## config.mk

```make
export PLATFORM = sky130hd
export DESIGN_NAME = partition_fit_allocator_top
export DESIGN_NICKNAME = d
export VERILOG_FILES = /design/src/rtl/pfa_pkg.sv /design/src/rtl/pfa_cell.sv /design/src/rtl/partition_fit_allocator_top.sv
export SDC_FILE = /design/constraint.sdc
export NUM_CORES = 2
export LEC_CHECK = 0
export CORE_ASPECT_RATIO = 0.8
export CORE_MARGIN = 1.5
export CORE_UTILIZATION = 35
export DETAILED_ROUTE_END_ITERATION = 10
export DONT_BUFFER_PORTS = 1
export GPL_TIMING_DRIVEN = 0
export PLACE_DENSITY = 0.47
export SLEW_MARGIN = 20
export SYNTH_ARGS = -nofsm -noshare
export SYNTH_HDL_FRONTEND = slang
export SYNTH_SLANG_ARGS = --single-unit
```

## constraint.sdc

```tcl
create_clock -name clk -period 8.3 [get_ports clk]
set_clock_uncertainty 0.15 [all_clocks]
set_input_delay 0.83 -clock clk [delete_from_list [all_inputs] [get_ports clk]]
set_output_delay 0.83 -clock clk [all_outputs]
set_load 0.1 [all_outputs]
```

## src/rtl/pfa_pkg.sv

```systemverilog
package pfa_pkg;

  // Configuration port
  localparam int CFG_IDX_W  = 1;
  localparam int CFG_DATA_W = 5;
  localparam logic [CFG_IDX_W-1:0] CFG_FIT_POLICY   = 1'b0;
  localparam logic [CFG_IDX_W-1:0] CFG_PARTS_IN_USE = 1'b1;
  localparam logic [4:0]           PARTS_IN_USE_RST = 5'd9;

  // Item opcodes
  localparam logic OP_LOAD  = 1'b0;
  localparam logic OP_ALLOC = 1'b1;

  // Job count saturation value
  localparam logic [3:0] COUNT_MAX = 4'd15;

  typedef enum logic [1:0] {
    FIT_FIRST,
    FIT_NEXT,
    FIT_BEST,
    FIT_WORST
  } policy_e_t;

  typedef enum logic [1:0] {
    ST_IDLE,
    ST_SCAN,
    ST_COMMIT
  } state_e_t;

  typedef struct packed {
    logic        opcode;
    logic [3:0]  partition_index;
    logic [15:0] amount;
    logic [7:0]  job_id;
  } in_item_t;

  typedef struct packed {
    logic        granted;
    logic [3:0]  chosen_partition;
    logic [15:0] space_left;
    logic [3:0]  jobs_in_partition;
    logic [7:0]  job_echo;
  } out_item_t;

  // Broadcast control from the sequencer to every cell
  typedef struct packed {
    logic      wr;
    logic      load;
    policy_e_t policy;
  } cell_ctrl_t;

endpackage

```

## src/rtl/pfa_cell.sv

```systemverilog
module pfa_cell #(
  parameter int K  = 0,
  parameter int IW = 4,
  parameter int NW = 5,
  parameter int SW = 16,
  localparam int CW = 1 + IW + SW + 4,
  localparam int PW = 1 + 2 * CW
) (
  input  logic                clk,
  input  logic                rst_n,
  input  pfa_pkg::cell_ctrl_t ctrl,
  input  logic [IW-1:0]       cmd_idx,
  input  logic [SW-1:0]       need,
  input  logic [NW-1:0]       scan_n,
  input  logic [IW-1:0]       scan_start,
  input  logic [PW-1:0]       probe_i,
  output logic [PW-1:0]       probe_o
);
  import pfa_pkg::*;

  typedef struct packed {
    logic          found;
    logic [IW-1:0] idx;
    logic [SW-1:0] val;
    logic [3:0]    cnt;
  } cand_t;

  typedef struct packed {
    logic  valid;
    cand_t a;
    cand_t b;
  } probe_t;

  logic [SW-1:0] fs_r, fs_nxt;
  logic [3:0]    cnt_r, cnt_nxt;
  probe_t        pin, probe_r, probe_nxt;
  logic          elig, after_start, hit;
  cand_t         mine;

  assign pin = probe_t'(probe_i);

  // State update on a commit addressed to this cell
  always_comb begin
    fs_nxt  = fs_r;
    cnt_nxt = cnt_r;
    hit     = ctrl.wr && (int'(cmd_idx) == K);
    if (hit) begin
      if (ctrl.load) begin
        fs_nxt  = need;
        cnt_nxt = '0;
      end else begin
        fs_nxt  = fs_r - need;
        cnt_nxt = (cnt_r == COUNT_MAX) ? cnt_r : cnt_r + 4'd1;
      end
    end
  end

  // Fold this partition into the passing probe
  always_comb begin
    elig        = (K < int'(scan_n)) && (fs_r >= need);
    after_start = (K >= int'(scan_start));
    mine        = '{found: 1'b1, idx: IW'(K), val: fs_r, cnt: cnt_r};
    probe_nxt   = pin;
    case (ctrl.policy)
      FIT_FIRST, FIT_NEXT: begin
        if (elig && after_start && !pin.a.found) probe_nxt.a = mine;
        if (elig && !after_start && !pin.b.found) probe_nxt.b = mine;
      end
      FIT_BEST: begin
        if (elig && (!pin.a.found || fs_r < pin.a.val)) probe_nxt.a = mine;
      end
      FIT_WORST: begin
        if (elig && (!pin.a.found || fs_r > pin.a.val)) probe_nxt.a = mine;
      end
      default: probe_nxt = pin;
    endcase
  end

  always_ff @(posedge clk) begin
    if (!rst_n) begin
      fs_r          <= '0;
      cnt_r         <= '0;
      probe_r.valid <= 1'b0;
    end else begin
      fs_r          <= fs_nxt;
      cnt_r         <= cnt_nxt;
      probe_r.valid <= probe_nxt.valid;
    end
  end

  always_ff @(posedge clk) begin
    probe_r.a <= probe_nxt.a;
    probe_r.b <= probe_nxt.b;
  end

  assign probe_o = PW'(probe_r);

endmodule

```

## src/rtl/partition_fit_allocator_top.sv

```systemverilog
// Channel  Ports                          Moves
// -------  -----------------------------  -------------------------------------
// in       in_valid/in_ready/in_data      load or allocate item
// out      out_valid/out_ready/out_data   one result item per input item
// cfg      cfg_we/cfg_index/cfg_wdata     fit policy, partitions in use
//
// A load item goes from accept to the commit state with no search. For an allocate
// item the search probe walks the cell row one partition per cycle; the probe
// leaving the row is latched, and then the pick is committed.
// The next item is accepted right after commit, while the result waits.
// Reset (rst_n low, synchronous) clears all partitions and the next pointer.
// A stalled result holds in the output register; a commit waits for it.
module partition_fit_allocator_top #(
  parameter int PARTITIONS = 16,
  parameter int SIZE_BITS  = 16
) (
  input  logic                              clk,
  input  logic                              rst_n,
  input  logic                              in_valid,
  output logic                              in_ready,
  input  pfa_pkg::in_item_t                 in_data,
  output logic                              out_valid,
  input  logic                              out_ready,
  output pfa_pkg::out_item_t                out_data,
  input  logic                              cfg_we,
  input  logic [pfa_pkg::CFG_IDX_W-1:0]     cfg_index,
  input  logic [pfa_pkg::CFG_DATA_W-1:0]    cfg_wdata
);
  import pfa_pkg::*;

  localparam int IW = $clog2(PARTITIONS);
  localparam int NW = $clog2(PARTITIONS + 1);
  localparam int SW = SIZE_BITS;
  localparam int CW = 1 + IW + SW + 4;
  localparam int PW = 1 + 2 * CW;

  typedef struct packed {
    logic          found;
    logic [IW-1:0] idx;
    logic [SW-1:0] val;
    logic [3:0]    cnt;
  } cand_t;

  typedef struct packed {
    logic  valid;
    cand_t a;
    cand_t b;
  } probe_t;

  // Configuration registers
  policy_e_t     fit_policy_r;
  logic [4:0]    parts_in_use_r;

  // Sequencer state
  state_e_t      state_r, state_nxt;
  in_item_t      item_r;
  logic [NW-1:0] n_r, n_nxt;
  logic [IW-1:0] start_r, start_nxt;
  logic [IW-1:0] np_r, np_nxt;
  logic          launch_r;
  probe_t        fin_r;
  logic          out_valid_r, out_valid_nxt;
  out_item_t     out_r;

  // Chain wiring
  logic [PW-1:0] probe_w [PARTITIONS+1];
  probe_t        probe_end;
  cell_ctrl_t    ctrl;
  logic [IW-1:0] cmd_idx;
  logic [SW-1:0] need;

  // Commit decode
  logic          accept, commit_fire, fin_take;
  logic          res_granted;
  logic [IW-1:0] res_idx;
  logic [SW-1:0] res_space;
  logic [3:0]    res_jobs;
  cand_t         sel;
  logic          load_ok;
  out_item_t     res_item;

  assign accept    = in_valid && in_ready;
  assign need      = SW'({{SW{1'b0}}, item_r.amount});
  assign probe_end = probe_t'(probe_w[PARTITIONS]);

  // Configuration writes
  always_ff @(posedge clk) begin
    if (!rst_n) begin
      fit_policy_r   <= FIT_FIRST;
      parts_in_use_r <= PARTS_IN_USE_RST;
    end else if (cfg_we) begin
      case (cfg_index)
        CFG_FIT_POLICY:   fit_policy_r   <= policy_e_t'(cfg_wdata[1:0]);
        CFG_PARTS_IN_USE: parts_in_use_r <= cfg_wdata[4:0];
        default: ;
      endcase
    end
  end

  // Next state
  always_comb begin
    state_nxt = state_r;
    case (state_r)
      ST_IDLE: begin
        if (in_valid) state_nxt = (in_data.opcode == OP_ALLOC) ? ST_SCAN : ST_COMMIT;
      end
      ST_SCAN: begin
        if (probe_end.valid) state_nxt = ST_COMMIT;
      end
      ST_COMMIT: begin
        if (commit_fire) state_nxt = ST_IDLE;
      end
      default: state_nxt = ST_IDLE;
    endcase
  end

  // Sequencer outputs
  always_comb begin
    in_ready    = 1'b0;
    fin_take    = 1'b0;
    commit_fire = 1'b0;
    case (state_r)
      ST_IDLE:   in_ready    = 1'b1;
      ST_SCAN:   fin_take    = probe_end.valid;
      ST_COMMIT: commit_fire = !out_valid_r || out_ready;
      default: ;
    endcase
  end

  // Clamp the search span and pick the next-fit start at accept
  always_comb begin
    if (int'(parts_in_use_r) > PARTITIONS) begin
      n_nxt = NW'(PARTITIONS);
    end else begin
      n_nxt = NW'(parts_in_use_r);
    end
    if (fit_policy_r == FIT_NEXT && int'(np_r) < int'(n_nxt)) begin
      start_nxt = np_r;
    end else begin
      start_nxt = '0;
    end
  end

  // Result of the step, from the latched probe or the load item
  always_comb begin
    load_ok     = int'(item_r.partition_index) < PARTITIONS;
    sel         = fin_r.a.found ? fin_r.a : fin_r.b;
    res_granted = 1'b0;
    res_idx     = '0;
    res_space   = '0;
    res_jobs    = '0;
    np_nxt      = np_r;
    if (item_r.opcode == OP_LOAD) begin
      if (load_ok) begin
        res_granted = 1'b1;
        res_idx     = IW'(32'(item_r.partition_index));
        res_space   = need;
      end
    end else if (sel.found) begin
      res_granted = 1'b1;
      res_idx     = sel.idx;
      res_space   = sel.val - need;
      res_jobs    = (sel.cnt == COUNT_MAX) ? sel.cnt : sel.cnt + 4'd1;
      if (fit_policy_r == FIT_NEXT) begin
        // advance past the pick, wrapping at the search span
        if (32'(sel.idx) + 32'd1 == 32'(n_r)) begin
          np_nxt = '0;
        end else begin
          np_nxt = IW'(32'(sel.idx) + 32'd1);
        end
      end
    end
    res_item.granted           = res_granted;
    res_item.chosen_partition  = 4'(32'(res_idx));
    res_item.space_left        = 16'({16'b0, res_space});
    res_item.jobs_in_partition = res_jobs;
    res_item.job_echo          = item_r.job_id;
  end

  // Drop the output once taken, load it on commit
  always_comb begin
    out_valid_nxt = out_valid_r;
    if (commit_fire) begin
      out_valid_nxt = 1'b1;
    end else if (out_ready) begin
      out_valid_nxt = 1'b0;
    end
  end

  always_ff @(posedge clk) begin
    if (!rst_n) begin
      state_r     <= ST_IDLE;
      launch_r    <= 1'b0;
      np_r        <= '0;
      out_valid_r <= 1'b0;
    end else begin
      state_r     <= state_nxt;
      launch_r    <= accept && (in_data.opcode == OP_ALLOC);
      out_valid_r <= out_valid_nxt;
      if (commit_fire) np_r <= np_nxt;
    end
  end

  // Payload registers
  always_ff @(posedge clk) begin
    if (accept) begin
      item_r  <= in_data;
      n_r     <= n_nxt;
      start_r <= start_nxt;
    end
    if (fin_take) fin_r <= probe_end;
    if (commit_fire) out_r <= res_item;
  end

  // Commit command broadcast to the cell row
  assign ctrl.wr     = commit_fire && res_granted;
  assign ctrl.load   = (item_r.opcode == OP_LOAD);
  assign ctrl.policy = fit_policy_r;
  assign cmd_idx     = res_idx;

  // Inject the search probe at the head of the row
  assign probe_w[0] = {launch_r, {(PW-1){1'b0}}};

  for (genvar k = 0; k < PARTITIONS; k++) begin : g_cell
    pfa_cell #(
      .K  (k),
      .IW (IW),
      .NW (NW),
      .SW (SW)
    ) u_cell (
      .clk        (clk),
      .rst_n      (rst_n),
      .ctrl       (ctrl),
      .cmd_idx    (cmd_idx),
      .need       (need),
      .scan_n     (n_r),
      .scan_start (start_r),
      .probe_i    (probe_w[k]),
      .probe_o    (probe_w[k+1])
    );
  end

  assign out_valid = out_valid_r;
  assign out_data  = out_r;

  // The probe only runs while a search is under way
  a_launch_in_scan: assert property (@(posedge clk) disable iff (!rst_n)
    launch_r |-> state_r == ST_SCAN)
    else $error("probe launched outside a search");

  a_probe_end_in_scan: assert property (@(posedge clk) disable iff (!rst_n)
    probe_end.valid |-> state_r == ST_SCAN)
    else $error("probe left the row outside a search");

  a_result_from_commit: assert property (@(posedge clk) disable iff (!rst_n)
    $rose(out_valid_r) |-> $past(state_r) == ST_COMMIT)
    else $error("result appeared without a commit");

  a_pointer_moves_on_commit: assert property (@(posedge clk) disable iff (!rst_n)
    !$stable(np_r) |-> $past(commit_fire) && $past(fit_policy_r) == FIT_NEXT)
    else $error("next pointer moved outside a next-fit commit");

  a_cell_write_granted: assert property (@(posedge clk) disable iff (!rst_n)
    ctrl.wr && !ctrl.load |-> fin_r.a.found || fin_r.b.found)
    else $error("allocation written without a candidate");

endmodule
```

## After elaboration in Yosys (flattened, before gate mapping)

Cells that the tools add are included.

| storage, ports and cells | value |
|---|---|
| register bits after elaboration | 1272 |
| input bits | 40 |

| cells by class | value |
|---|---|
| $add $sub $neg | 35 |
| magnitude comparators | 79 |
| equal/unequal tests | 57 |
| mux-type cells | 160 |
| bitwise gates (word level) | 1 |
| reductions and logical operators | 229 |

Operators with widths:

| kind | number |
|---|---|
| 25-bit 2-to-1 mux | 77 |
| 25-bit one-hot mux with 3 select lines | 15 |
| 16-bit 2-to-1 mux | 18 |
| 16-bit subtractor | 17 |
| 16-bit greater-or-equal comparator | 16 |
| 16-bit > comparator | 15 |
| 16-bit < comparator | 15 |
| 4-bit 2-to-1 mux | 36 |
| 1-bit logical AND | 125 |
| 4-bit == test (second input constant) | 25 |
| 4-bit by 1-bit adder with 4-bit output (second input constant) | 17 |
| 25-bit one-hot mux with 2 select lines | 1 |
| 1-bit logical NOT | 45 |
| 4-bit by 5-bit < comparator with 1-bit output (first input constant) | 8 |
| 2-bit AND reduction | 20 |
| 2-bit != test (second input constant) | 18 |
| 32-bit by 5-bit == test with 1-bit output | 1 |
| 1-bit logical OR | 31 |
| 4-bit greater-or-equal comparator (first input constant) | 7 |
| 3-bit by 5-bit < comparator with 1-bit output (first input constant) | 4 |
| 4-bit by 3-bit == test with 1-bit output (second input constant) | 4 |
| 3-bit by 4-bit greater-or-equal comparator with 1-bit output (first input constant) | 4 |
| 1-bit by 5-bit < comparator with 1-bit output (first input constant) | 2 |
| 2-bit by 5-bit < comparator with 1-bit output (first input constant) | 2 |
| other kinds (21) | 38 |

## Logic depth before layout (Yosys ltp)

| depth | value |
|---|---|
| depth after elaboration | 6 |
| gate-level depth with buffers | 15 |
| depth with buffers taken out | 12 |

## Cells and area by module

Synthesis repeated with hierarchy kept, for this count alone.

| second synthesis, totals | value |
|---|---|
| cells, all modules | 7056 |
| area, all modules | 68512.0 µm² |

Modules (own cells, without submodules):

| module | times used | cells each | area an instance (µm²) |
|---|---|---|---|
| partition_fit_allocator_top | 1 | 433 | 5969.5 |
| pfa_cell at g_cell[5].u_cell | 1 | 520 | 4500.6 |
| pfa_cell at g_cell[3].u_cell | 1 | 516 | 4454.3 |
| pfa_cell at g_cell[7].u_cell | 1 | 487 | 4230.3 |
| pfa_cell at g_cell[14].u_cell | 1 | 400 | 3903.7 |
| pfa_cell at g_cell[6].u_cell | 1 | 392 | 3892.5 |
| pfa_cell at g_cell[11].u_cell | 1 | 410 | 3887.5 |
| pfa_cell at g_cell[1].u_cell | 1 | 400 | 3851.2 |
| pfa_cell at g_cell[10].u_cell | 1 | 388 | 3836.2 |
| pfa_cell at g_cell[4].u_cell | 1 | 392 | 3818.7 |
| pfa_cell at g_cell[9].u_cell | 1 | 396 | 3812.4 |
| pfa_cell at g_cell[8].u_cell | 1 | 397 | 3794.9 |
| pfa_cell at g_cell[2].u_cell | 1 | 390 | 3793.6 |
| pfa_cell at g_cell[0].u_cell | 1 | 398 | 3792.4 |
| +3 rows | - | - | - |

## Least setup slack after synthesis

OpenSTA, ideal clock, no wires.

| timing path | value |
|---|---|
| kind | register to register |
| from | register state_r[0] |
| to | register fin_r[0] (netlist name) (enable) |
| arrival time | 4170 ps |
| path slack | 3448 ps |
| cell stages (with the launch flop) | 2 |
| cells stage by stage | dfxtp_1 > nor3b_1 |

| on the way | value |
|---|---|
| cells in the longest elaborated chain, start to end | 2 |

Ends and longest elaborated chain:

| what | line | source |
|---|---|---|
| from (decl) | partition_fit_allocator_top.sv:55 | `state_e_t state_r, state_nxt;` |
| from (signal assigned) | partition_fit_allocator_top.sv:197 | `state_r <= state_nxt;` |
| 2-bit by 1-bit == test with 1-bit output | partition_fit_allocator_top.sv:122 | `case (state_r)` |
| 1-bit 2-to-1 mux | partition_fit_allocator_top.sv:122 |  |
| via fin_take | partition_fit_allocator_top.sv:73 | `logic accept, commit_fire, fin_take;` |
| to (signal assigned) | partition_fit_allocator_top.sv:211 | `if (fin_take) fin_r <= probe_end;` |
| to (decl) | partition_fit_allocator_top.sv:61 | `probe_t fin_r;` |

The timed path passes the listed nets, and every way through them passes these cells.
A chain may end at the register's enable or synchronous reset.

## Final worst setup path

| timing path | value |
|---|---|
| from | register fin_r[49] (netlist name) |
| to | register out_r, in the netlist out_data[26] (data pin) |

| on the way | value |
|---|---|
| cells in the longest elaborated chain, start to end | 4 |

Ends and longest elaborated chain:

| what | line | source |
|---|---|---|
| 25-bit 2-to-1 mux (*) | partition_fit_allocator_top.sv:147 | `sel = fin_r.a.found ? fin_r.a : fin_r.b;` |
| 16-bit subtractor | partition_fit_allocator_top.sv:162 | `res_space = sel.val - need;` |
| 16-bit 2-to-1 mux (*) | partition_fit_allocator_top.sv:159 | `end else if (sel.found) begin` |
| 16-bit 2-to-1 mux (*) | partition_fit_allocator_top.sv:153 | `if (item_r.opcode == OP_LOAD) begin` |
| via res_space[14] | partition_fit_allocator_top.sv:76 | `logic [SW-1:0] res_space;` |
| to (signal assigned) | partition_fit_allocator_top.sv:212 | `if (commit_fire) out_r <= res_item;` |
| to (decl) | partition_fit_allocator_top.sv:63 | `out_item_t out_r;` |

Mark *: on every way through the listed nets, which the timed path passes. The rest lies on a longest branch.

==> metrics.md <==
| Metric | Value |
|---|---|
| Final setup fails | `0` |
| DR DRC count | `0` |
| Clock transition at the registers of the reported paths | `0.06 ns` |
| Post-synth top cells | `dfxtp_1, ha_1, mux2_2, inv_1, nor2_1` |
| Post-synth EDFFs | `121` |
| WP data required | `8.76 ns` |
| Fill cell count | `between 15000 and 20000` |
| CTS sink cnt | `1242` |
| Avg Inst Size Synth | `9.80 um2` |
| Largest net degree at the start of global routing | `39` |
| Final net count | `7141` |
| Post-Syn Instances | `around 6300` |
| RR Endpoint | `out_data[26]` |
| Starting Density | `a little over a third` |
| First-pass GRT wire length | `roughly 380000 um` |
| P&R area growth vs syn | `15.9%` |
| Hold Path Class | `input port to register` |
| Max Root-Sink Buffers | `3` |
| Slew @ Worst Pin | `1.34 ns` |
| Worst IR Drop VDD | `0.197 mV` |
| Pre-antenna DRT Iters | `5` |
| Setup WS post-layout | `3.08 ns` |
| Most numerous cell in the Yosys netlist | `dfxtp_1` |
| Routed Antenna Nets | `0` |
| Total wire length | `281000 um` |
| Dpl ws | `just over 3 ns` |
| Setup Total Neg Slack | `0 ns` |
| Crit path capture | `out_data[26]` |
| Logic gate share of total power | `9.1%` |
| Fmax | `192 MHz` |
| Seq. cell area | `0.0261 mm2` |
| DR iter-0 viols | `6106` |
| Multi-input logic area | `approximately 0.033 mm2` |
| Drt wl/cell | `31.4 um` |
| Setup CP Type | `register to register` |
| Switching Power | `3730 uW` |
| Reg power frac | `43.5%` |
| Cell-internal power | `10400 uW` |
| Layout cell share with drive strength beyond 1 | `16.3%` |
| Status | `completed` |
| Sw Ratio | `26.3%` |
| Asr flop ratio synth | `0%` |
| Synth top area cells | `dfxtp_1, ha_1, mux2_2` |
| Total Power | `about 14000 uW` |
| Final hold vios | `0` |
| Initial antenna violation count | `47` |
| Yosys top cell by area | `dfxtp_1` |
| HPWL after DPL | `approximately 220000 um` |
| R2R setup slack | `3.08 ns` |
| TritonCTS clock tree | `yes` |
| Mapped Nets | `around 6900` |
| RSZ-0062 raised after global routing | `no` |
| Setup crit end kind | `register` |
| Hold_sp | `cfg_wdata[0]` |
| Number of synthesized register bits | `1242` |
| RD Place Congestion | `0.959` |
| MaxCap Viol Count | `0` |
| Crit path DAT | `5.68 ns` |
| Static Leak | `0.0303 uW` |
| Clock Power Share | `47.4%` |
| Overall routing resource usage | `30.7%` |
| Crit path launch | `fin_r[49]` |
| R2R Path Start | `fin_r[49]` |
| Syn Std Cell Area | `0.0619 mm2` |
| Clk_lat worst skew | `0.81 ns` |
| Post-CTS Resized | `0` |
| Slew margin rel. | `10.5%` |
| Kind of start point of the critical path | `register` |
| Ports | `75` |
| CTS Hold Buffers Added | `30` |
| Die area | `0.179 mm2` |
| Worst reg2reg path depth | `15` |
| PD cells | `198 mW/mm2` |
| Slew Viols, Final | `0` |
| Max FO, Critical Path | `10` |
| Global route overflow | `0` |
| Input/output buffers | `0` |
| Via count | `51700` |
| Synth Flop Type | `dfxtp_1` |
| Die Wd | `473 um` |
| Seq/Total Area, Yosys | `42.2%` |
| Vias/cell | `a little under 6` |
| Die height | `379 um` |
| Yosys cell types | `99` |
| Top cell type's share of synthesized area | `36.3%` |
| H-tree Lvls | `4` |
| Min cycle time layout | `approximately 5.2 ns` |
| Core Footprint | `0.175 mm2` |
| WHS Path Cells | `2` |
| Synth Warn # | `0` |
| Post-CTS Setup Bufs | `0` |
| CTS Buf Count | `136` |
| CTS root buf | `clkbuf_16` |
| Rows | `between 100 and 150` |
| Vias in the first global route | `about 48000` |
| Fin crit share | `a little over three fifths` |
## power groups by stage
stage	Sequential, uW	Combinational, uW	Clock (uW)
6_report	6160	1280	6720
3_3_place_gp	6310	1100	0
5_1_grt	6160	1320	7050
4_1_cts	6160	1240	6800
2_1_floorplan	6280	575	0
3_5_place_dp	6300	1230	0
## worst min-delay path by stage
stage,end
2_1_floorplan,g_cell[15].u_cell.probe_o[0]
3_3_place_gp,g_cell[15].u_cell.probe_o[21]
3_5_place_dp,g_cell[15].u_cell.probe_o[19]
4_1_cts,fit_policy_r[0]
5_1_grt,parts_in_use_r[0]
6_report,fit_policy_r[0]
## sequential cells by signal, summed over array words and instances (netlist names), 13 cells and up
register / cells
g_cell.u_cell.cnt_r: 64
g_cell.u_cell.probe_o: 786
g_cell.u_cell.fs_r: 256
fin_r: 50
item_r: 13
need: 16
out_data: 33
## worst max-delay path, stage by stage, from the launching register on
cell      delay (ns)
edfxtp_1        0.47
buf_4           0.29
buf_1           0.64
buf_1           0.69
mux2i_1         0.29
ha_1            0.19
inv_1           0.06
fa_1            0.40
a21o_1          0.19
a21oi_1         0.38
o21ai_0         0.17
a41o_1          0.26
a31oi_1         0.27
o21ai_0         0.17
xnor2_1         0.14
o21ai_0         0.25
## layout make-up
class                      count  area share, %
clock inverter                64           1.46
buffer                       257           1.68
timing repair buffer         102           2.57
tap                         2293           4.00
inverter                     413           2.20
multi-input combinational   4400           46.3
antenna                       12         0.0419
sequential                  1242           36.4
clock buffer                 182           5.35
## layer usage
layer	wire, um	track usage, %	share of wire, %	up-vias
met5	89	0	0.032	-
met4	11000	11.2	3.9	12
met3	27000	7.21	9.6	460
met2	114000	44.0	40	2453
met1	129000	44.2	46	25400
li1	-	-	-	23400
## per-stage QoR
step                hold WS, ns  util (%)  instance area, um2  instances
global placement          0.161      37.0               64700       8605
floorplan                 0.160         -               61900       6312
global route             0.0283      41.0               71700       8954
detailed placement        0.162      38.0               66500       8677
finish                   0.0409      41.0               71700       8965
CTS                     0.00273      41.0               71700       8953
## placed cells by master, fill, tap and decap left out, drive strengths merged, types with 93 or more instances in the layout
cell,netlist,routed
dfxtp,1121,1121
nand2,337,337
a21oi,360,360
nor2b,100,100
o21ai,346,346
nor2,388,388
clkbuf,173,355
edfxtp,121,121
inv,412,422
nand2b,105,105
a21o,206,206
a31oi,152,152
nand4,93,93
nor3,114,114
buf,84,156
mux2,548,548
ha,532,532
a211oi,115,115
xnor2,120,120
## logic make-up after synthesis
| kind of cell | synth area share [%] |
|---|---|
| fa+ha+maj | 11.3 |
| compound gates | 16.9 |
| xor+xnor | 3.00 |
| simple gates | 11.6 |
| buf+inv | 4.33 |
| mux | 10.7 |
| flops | 42.2 |
No activity file was read; power rests on OpenSTA's default activity.
